===== config.mk =====
export PLATFORM = sky130hd
export DESIGN_NAME = kcs_ctrl
export DESIGN_NICKNAME = d
export VERILOG_FILES = /design/src/hdl/kcs_pkg.sv /design/src/hdl/kcs_ctrl.sv
export SDC_FILE = /design/constraint.sdc
export NUM_CORES = 1
export LEC_CHECK = 0
export ABC_AREA = 1
export BUFFER_PORTS_ARGS = -buffer_cell sky130_fd_sc_hd__buf_4
export CELL_PAD_IN_SITES_DETAIL_PLACEMENT = 1
export CELL_PAD_IN_SITES_GLOBAL_PLACEMENT = 1
export CORE_MARGIN = 2
export CORE_UTILIZATION = 46
export CTS_CLUSTER_SIZE = 30
export DETAILED_ROUTE_END_ITERATION = 10
export GPL_ROUTABILITY_DRIVEN = 0
export HOLD_SLACK_MARGIN = 0.03
export PLACE_DENSITY = 0.92
export SETUP_SLACK_MARGIN = 0.3
export SLEW_MARGIN = 10
export SYNTH_ARGS = -nofsm -noshare
export SYNTH_HDL_FRONTEND = slang
export SYNTH_SLANG_ARGS = --single-unit

===== constraint.sdc =====
create_clock -name clk -period 3.1 [get_ports clk]
set_clock_uncertainty 0.1 [all_clocks]
set_input_delay 0.155 -clock clk [delete_from_list [all_inputs] [get_ports clk]]
set_output_delay 0.155 -clock clk [all_outputs]
set_load 0.1 [all_outputs]

===== src/hdl/kcs_pkg.sv =====
// Shared types, codes and helpers for the keyframe channel sampler
package kcs_pkg;

	localparam int MaxKeysDef = 256;
	localparam int AddrMaxW   = 12;
	localparam int CountW     = 9;
	localparam int CompW      = 32;
	localparam int DivNumW    = 61;
	localparam int DivSteps   = 61;
	localparam int SqrtSteps  = 32;

	// opcodes of an input word
	localparam logic [1:0] OP_WR_TRANS = 2'd0;
	localparam logic [1:0] OP_WR_ROT   = 2'd1;
	localparam logic [1:0] OP_WR_SCALE = 2'd2;
	localparam logic [1:0] OP_SAMPLE   = 2'd3;

	// table selects, also configuration register indexes
	localparam logic [1:0] TBL_TRANS = 2'd0;
	localparam logic [1:0] TBL_ROT   = 2'd1;
	localparam logic [1:0] TBL_SCALE = 2'd2;

	// datapath commands
	typedef enum logic [4:0] {
		DC_NOP, DC_WRITE, DC_LOAD, DC_EMPTY, DC_CAP_T1, DC_CAP_T0, DC_CAP_ALPHA,
		DC_HOLD, DC_HOLD_CLAMP, DC_CAP_A, DC_CAP_B, DC_MUL, DC_ADD, DC_SQ,
		DC_SQACC, DC_SQRT, DC_QDIV, DC_QCAP, DC_RZERO, DC_DONE
	} dp_cmd_t;

	typedef struct packed {
		dp_cmd_t               cmd;
		logic [1:0]            tbl;
		logic [1:0]            comp;
		logic [AddrMaxW-1:0]   addr;
	} dp_ctl_t;

	typedef struct packed {
		logic t_lt_rd;
		logic t_le_rd;
		logic div_done;
		logic sqrt_done;
		logic m_zero;
	} dp_sts_t;

	// number of components of a table
	function automatic logic [2:0] tbl_comps(input logic [1:0] tbl);
		logic [2:0] n;
		case (tbl)
			TBL_ROT: n = 3'd4;
			default: n = 3'd3;
		endcase
		return n;
	endfunction

	// first result slot of a table
	function automatic logic [3:0] tbl_base(input logic [1:0] tbl);
		logic [3:0] b;
		case (tbl)
			TBL_TRANS: b = 4'd0;
			TBL_ROT:   b = 4'd3;
			default:   b = 4'd7;
		endcase
		return b;
	endfunction

endpackage


===== src/hdl/kcs_ctrl.sv =====
// Controller: segment scan and sequencing of the datapath
module kcs_ctrl #(
	parameter int MAX_KEYS = kcs_pkg::MaxKeysDef
) (
	input  logic                          clk,
	input  logic                          arst_n,
	input  logic                          start,
	input  logic [1:0]                    opcode,
	output logic                          busy,
	input  logic                          cfg_we,
	input  logic [1:0]                    cfg_index,
	input  logic [kcs_pkg::CountW-1:0]    cfg_data,
	output kcs_pkg::dp_ctl_t              ctl,
	input  kcs_pkg::dp_sts_t              sts
);

	localparam int AW = $clog2(MAX_KEYS);
	localparam int NW = $clog2(MAX_KEYS + 1);

	localparam logic [1:0] KIND_INTERP = 2'd0;
	localparam logic [1:0] KIND_SINGLE = 2'd1;
	localparam logic [1:0] KIND_CLAMP  = 2'd2;

	typedef enum logic [19:0] {
		ST_IDLE  = 20'h00001, ST_INIT  = 20'h00002, ST_SCAN_A = 20'h00004,
		ST_SCAN_C = 20'h00008, ST_T0_A = 20'h00010, ST_T0_C  = 20'h00020,
		ST_ADIV  = 20'h00040, ST_VA_A  = 20'h00080, ST_VA_C  = 20'h00100,
		ST_VB_A  = 20'h00200, ST_VB_C  = 20'h00400, ST_MUL   = 20'h00800,
		ST_ADD   = 20'h01000, ST_SQ    = 20'h02000, ST_SQACC = 20'h04000,
		ST_SQRT  = 20'h08000, ST_SQRTW = 20'h10000, ST_QDIV  = 20'h20000,
		ST_QDIVW = 20'h40000, ST_NEXT  = 20'h80000
	} state_t;

	state_t state_q, state_d;
	logic [1:0]    k_q, k_d, j_q, j_d, kind_q, kind_d;
	logic [AW-1:0] i_q, i_d;
	logic [kcs_pkg::CountW-1:0] cnt_q [3];
	logic [31:0]   c32, n32;
	logic [NW-1:0] n;
	logic [1:0]    j_last;

	// key counts
	always_ff @(posedge clk or negedge arst_n) begin
		if (!arst_n) begin
			for (int r = 0; r < 3; r++) cnt_q[r] <= '0;
		end else if (cfg_we) begin
			case (cfg_index)
				kcs_pkg::TBL_TRANS: cnt_q[0] <= cfg_data;
				kcs_pkg::TBL_ROT:   cnt_q[1] <= cfg_data;
				kcs_pkg::TBL_SCALE: cnt_q[2] <= cfg_data;
				default: ;
			endcase
		end
	end

	// keys in the current table, capped at the store depth
	always_comb begin
		case (k_q)
			kcs_pkg::TBL_TRANS: c32 = 32'(cnt_q[0]);
			kcs_pkg::TBL_ROT:   c32 = 32'(cnt_q[1]);
			default:            c32 = 32'(cnt_q[2]);
		endcase
		n32 = (c32 > MAX_KEYS) ? 32'(MAX_KEYS) : c32;
	end
	assign n      = n32[NW-1:0];
	assign j_last = 2'(kcs_pkg::tbl_comps(k_q) - 3'd1);

	// next state and commands
	always_comb begin
		state_d  = state_q;
		k_d      = k_q;
		j_d      = j_q;
		i_d      = i_q;
		kind_d   = kind_q;
		ctl.cmd  = kcs_pkg::DC_NOP;
		ctl.tbl  = k_q;
		ctl.comp = j_q;
		ctl.addr = kcs_pkg::AddrMaxW'(i_q);
		case (state_q)
			ST_IDLE: begin
				if (start) begin
					if (opcode == kcs_pkg::OP_SAMPLE) begin
						ctl.cmd = kcs_pkg::DC_LOAD;
						k_d     = kcs_pkg::TBL_TRANS;
						state_d = ST_INIT;
					end else begin
						ctl.cmd = kcs_pkg::DC_WRITE;
					end
				end
			end
			ST_INIT: begin
				i_d = '0;
				j_d = '0;
				if (n == '0) begin
					ctl.cmd = kcs_pkg::DC_EMPTY;
					state_d = ST_NEXT;
				end else if (n == NW'(1)) begin
					kind_d  = KIND_SINGLE;
					state_d = ST_VA_A;
				end else begin
					state_d = ST_SCAN_A;
				end
			end
			ST_SCAN_A: begin
				ctl.addr = kcs_pkg::AddrMaxW'(i_q + AW'(1));
				state_d  = ST_SCAN_C;
			end
			ST_SCAN_C: begin
				if (sts.t_lt_rd) begin
					ctl.cmd = kcs_pkg::DC_CAP_T1;
					kind_d  = KIND_INTERP;
					state_d = ST_T0_A;
				end else if (NW'(i_q) + NW'(2) == n) begin
					i_d     = i_q + AW'(1);
					kind_d  = KIND_CLAMP;
					state_d = ST_VA_A;
				end else begin
					i_d     = i_q + AW'(1);
					state_d = ST_SCAN_A;
				end
			end
			ST_T0_A: state_d = ST_T0_C;
			ST_T0_C: begin
				ctl.cmd = kcs_pkg::DC_CAP_T0;
				state_d = sts.t_le_rd ? ST_VA_A : ST_ADIV;
			end
			ST_ADIV: begin
				if (sts.div_done) begin
					ctl.cmd = kcs_pkg::DC_CAP_ALPHA;
					state_d = ST_VA_A;
				end
			end
			ST_VA_A: state_d = ST_VA_C;
			ST_VA_C: begin
				case (kind_q)
					KIND_SINGLE: begin
						ctl.cmd = kcs_pkg::DC_HOLD;
						state_d = ST_NEXT;
					end
					KIND_CLAMP: begin
						ctl.cmd = kcs_pkg::DC_HOLD_CLAMP;
						state_d = ST_NEXT;
					end
					default: begin
						ctl.cmd = kcs_pkg::DC_CAP_A;
						state_d = ST_VB_A;
					end
				endcase
			end
			ST_VB_A: begin
				ctl.addr = kcs_pkg::AddrMaxW'(i_q + AW'(1));
				state_d  = ST_VB_C;
			end
			ST_VB_C: begin
				ctl.cmd = kcs_pkg::DC_CAP_B;
				state_d = ST_MUL;
			end
			ST_MUL: begin
				ctl.cmd = kcs_pkg::DC_MUL;
				state_d = ST_ADD;
			end
			ST_ADD: begin
				ctl.cmd = kcs_pkg::DC_ADD;
				if (j_q == j_last) begin
					j_d     = '0;
					state_d = (k_q == kcs_pkg::TBL_ROT) ? ST_SQ : ST_NEXT;
				end else begin
					j_d     = j_q + 2'd1;
					state_d = ST_MUL;
				end
			end
			ST_SQ: begin
				ctl.cmd = kcs_pkg::DC_SQ;
				state_d = ST_SQACC;
			end
			ST_SQACC: begin
				ctl.cmd = kcs_pkg::DC_SQACC;
				if (j_q == 2'd3) begin
					j_d     = '0;
					state_d = ST_SQRT;
				end else begin
					j_d     = j_q + 2'd1;
					state_d = ST_SQ;
				end
			end
			ST_SQRT: begin
				ctl.cmd = kcs_pkg::DC_SQRT;
				state_d = ST_SQRTW;
			end
			ST_SQRTW: begin
				if (sts.sqrt_done) begin
					if (sts.m_zero) begin
						ctl.cmd = kcs_pkg::DC_RZERO;
						state_d = ST_NEXT;
					end else begin
						state_d = ST_QDIV;
					end
				end
			end
			ST_QDIV: begin
				ctl.cmd = kcs_pkg::DC_QDIV;
				state_d = ST_QDIVW;
			end
			ST_QDIVW: begin
				if (sts.div_done) begin
					ctl.cmd = kcs_pkg::DC_QCAP;
					if (j_q == 2'd3) begin
						state_d = ST_NEXT;
					end else begin
						j_d     = j_q + 2'd1;
						state_d = ST_QDIV;
					end
				end
			end
			ST_NEXT: begin
				if (k_q == kcs_pkg::TBL_SCALE) begin
					ctl.cmd = kcs_pkg::DC_DONE;
					state_d = ST_IDLE;
				end else begin
					k_d     = k_q + 2'd1;
					state_d = ST_INIT;
				end
			end
			default: state_d = ST_IDLE;
		endcase
	end

	// state registers
	always_ff @(posedge clk or negedge arst_n) begin
		if (!arst_n) begin
			state_q <= ST_IDLE;
			k_q     <= '0;
			j_q     <= '0;
			i_q     <= '0;
			kind_q  <= KIND_INTERP;
		end else begin
			state_q <= state_d;
			k_q     <= k_d;
			j_q     <= j_d;
			i_q     <= i_d;
			kind_q  <= kind_d;
		end
	end

	assign busy = state_q != ST_IDLE;

	a_sample_starts: assert property (@(posedge clk) disable iff (!arst_n)
		(state_q == ST_IDLE && start && opcode == kcs_pkg::OP_SAMPLE) |=> state_q == ST_INIT)
		else $error("sample word not taken up");
	a_write_no_busy: assert property (@(posedge clk) disable iff (!arst_n)
		(state_q == ST_IDLE && start && opcode != kcs_pkg::OP_SAMPLE) |=> !busy)
		else $error("key write left block busy");
	a_done_last: assert property (@(posedge clk) disable iff (!arst_n)
		(ctl.cmd == kcs_pkg::DC_DONE) |-> (k_q == kcs_pkg::TBL_SCALE))
		else $error("result word before last table");
	a_scan_bound: assert property (@(posedge clk) disable iff (!arst_n)
		(state_q == ST_SCAN_C) |-> (NW'(i_q) + NW'(2) <= n))
		else $error("scan ran past last key");

endmodule

==> flow_metrics.env <==
export IMPL_grt_overflow=0
export IMPL_antenna_found_initial=0
export IMPL_drt_pass1_iterations=5
export IMPL_clock_path_buffers=2
export IMPL_synth_ff_type="dfrtp_1"
export IMPL_period_needed_ns=2.76
export IMPL_vias_per_cell=5.71
export IMPL_max_vdd_ir_drop_mv=0.385
export IMPL_wl_per_cell_um=21.0
export IMPL_crit_family="simple AND/OR/NAND/NOR gates"
export IMPL_path_clk_slew_ns=0.08
export IMPL_synthToLayoutAreaGrowth_pct=32.4
export IMPL_p_leak_nw=2.58
export IMPL_arrival_ns=2.51
export IMPL_h_tree_depth=3
export IMPL_rsz0062_at_grt="true"
export IMPL_cts_buffers=9
export IMPL_crit_slowest_cell="dfrtp_2"
export IMPL_die_w_um=93.6
export IMPL_die_area_um2=8760
export IMPL_fmax_mhz=362
export IMPL_startpoint_type="flop"
export IMPL_grt_max_degree=62
export IMPL_grt_pass1_wl_mm=20.0
export IMPL_critPathKind="reg -> out"
export IMPL_end_kind="output port"
export IMPL_max_slew_margin_pct=45.4
export IMPL_cts_tree="yes"
export IMPL_synthCells=509
export IMPL_cap_violations=0
export IMPL_netlist_area_um2=3690
export IMPL_antennaDiodeCount=0
export IMPL_max_stage_delay_ns=0.45
export IMPL_dpl_hpwl_mm=8.08
export IMPL_rows=32
export IMPL_path_buf_inv=3
export IMPL_finalCritPeriodShare_pct=89.0
export IMPL_core_area_um2=7770
export IMPL_outcome="complete, no violations"
export IMPL_design_area_um2=4890
export IMPL_synth_seq_cells=61
export IMPL_synth_edff_count=0
export IMPL_final_cell_mix="nand2_1, inv_1, dfrtp_1"
export IMPL_fin_nets=617
export IMPL_cts_sinks=61
export IMPL_worstMarginPinSlew_ns=0.820
export IMPL_yosys_warnings=0
export IMPL_drtIter0Drc=178
export IMPL_p_per_area_nw_per_um2=815
export IMPL_yosysUniqueCellTypes=41
export IMPL_vias=3956
export IMPL_ant_nets=0
export IMPL_crit_required_ns=2.84
export IMPL_fillers=960
export IMPL_crit_chain="inv_4, ha_4, buf_6, nor2_2, a21oi_2, nand2_1, nor2_2, nand2_2, nand2_4, nand2_4, nand3_4, nand4_1, buf_12"
export IMPL_grt_pass1_vias=4026
export IMPL_mostFrequentLayoutCell="nand2_1"
export IMPL_avgSynthCellArea_um2=7.26
export IMPL_slew_violations=0
export IMPL_ys_seq_area_share_pct=41.4
export IMPL_synthArstFlopShare_pct=100
export IMPL_portBuffers=40
export IMPL_clock_latency_ns=0.35
export IMPL_multi_input_area_um2=1990
export IMPL_hold_viol_final=0
export IMPL_root_buffer="clkbuf_8"
export IMPL_dpl_cell_area_um2=4120
export IMPL_grt_use_total_pct=29.5
export IMPL_drive_above_1_share_pct=24.0
export IMPL_seq_area_um2=1530
export IMPL_hold_path_class="in -> reg"
export IMPL_fp_dieH_um=93.6
export IMPL_start_util_pct=47.6
export IMPL_holdWs_ns=0.0726
export IMPL_finalSetupViolations=0
export IMPL_num_io_pins=44
export IMPL_route_detailed_drc=0
export IMPL_critPathMaxFanout=6
export IMPL_totalWireLength_mm=14.6
[cell usage after synthesis (2+ instances only)]
cell,n,area (um^2)
a21oi_1,12,60.1
nand3_2,3,30.0
nand4_1,15,93.8
nor4_1,3,18.8
nand2_1,131,492
buf_4,3,22.5
nor2_4,2,22.5
nand3_1,20,100
xor2_1,11,96.3
nor2_1,48,180
o21ai_0,48,240
o22ai_1,7,43.8
clkbuf_1,4,15.0
dfrtp_1,60,1500
ha_1,9,113
nor2_2,5,31.3
nor3_1,11,55.1
inv_2,5,18.8
xnor2_1,3,26.3
nand2_2,3,18.8
inv_1,83,312
o2111ai_1,2,17.5
buf_6,2,22.5
o21ai_1,2,10.0
[cell families (layout without fill, tap and decap cells)]
family,after synthesis,count (layout),synth area share [%]
mux,1,1,0.271
xor+xnor,14,14,3.32
fa+ha+maj,9,9,3.05
buf+inv,99,178,10.8
other cells,1,3,0.102
flops,61,61,41.4
simple gates,248,249,29.9
compound gates,76,76,11.2
[where the power goes]
group | switching (mW) | total [mW] | internal (mW)
clock network | 0.369 | 0.924 | 0.555
registers | 0.171 | 1.09 | 0.921
logic | 1.37 | 1.97 | 0.593
[per-stage QoR]
step                util (%)  power (mW)  setup TNS (ns)  setup WS (ns)  cells
floorplan                  -        2.34          -0.237         -0.182    511
detailed placement      53.1        2.70               0          0.286    642
CTS                     59.2        3.69               0          0.279    673
finish                  63.0        3.98               0          0.339    693
global placement        53.1        2.62               0          0.487    642
global route            63.0        4.16               0          0.185    693
[worst register-to-register path: cells and delay by family, from the launching register on]
family / cells / cell delay (ns)
AO/OA/AOI/OAI: 2 / 0.44
buffers and inverters: 3 / 0.34
flip-flops: 1 / 0.45
adder cells (fa/ha/maj): 1 / 0.20
AND/OR/NAND/NOR: 10 / 1.05
[registers in the layout (all words and copies together) (netlist names)]
| signal | count |
|---|---|
| cnt_q | 27 |
| j_q | 2 |
| i_q | 8 |
| state_q | 20 |
| kind_q | 2 |
| k_q | 2 |
[per-layer routing]
metal / global-route usage, % / wire length (um)
met5: 0 / 0
met4: 9.18 / 423
met3: 5.40 / 750
met2: 53.3 / 7710
met1: 35.6 / 5680
[cell type report]
class	instances	area share, %
Multi-Input combinational cell	352	40.6
Sequential cell	61	31.3
Timing Repair Buffer	74	13.5
Inverter	88	6.93
Clock buffer	10	2.81
Tap cell	102	2.61
Clock inverter	6	2.25
[final timing paths]
path | startpoint | depth (start not counted) | end | slack, ns
hold / removal | sts[1] | 4 | state_q[16]$_DFFE_PN0P_ | 0.07
setup / recovery | k_q[0]$_DFFE_PN0P_ | 13 | ctl[17] | 0.34
hold reg to reg | cnt_q[10]$_DFFE_PN0P_ | 2 | cnt_q[10]$_DFFE_PN0P_ | 0.42
min in group asynchronous | arst_n | 2 | i_q[7]$_DFFE_PN0P_ | 0.33
setup reg to reg | k_q[0]$_DFFE_PN0P_ | 16 | state_q[7]$_DFFE_PN0P_ | 0.42
max in group asynchronous | arst_n | 2 | k_q[0]$_DFFE_PN0P_ | 1.98
[timing repair]
item,4_1_cts,5_1_grt
cloned,0,1
endpoints found under the hold margin,83,0
pin swaps,0,19
hold buffers,14,0
gates resized for setup,17,44
setup endpoints to repair,13,14
setup buffers,1,19
Power figures use the tool's default switching activity.
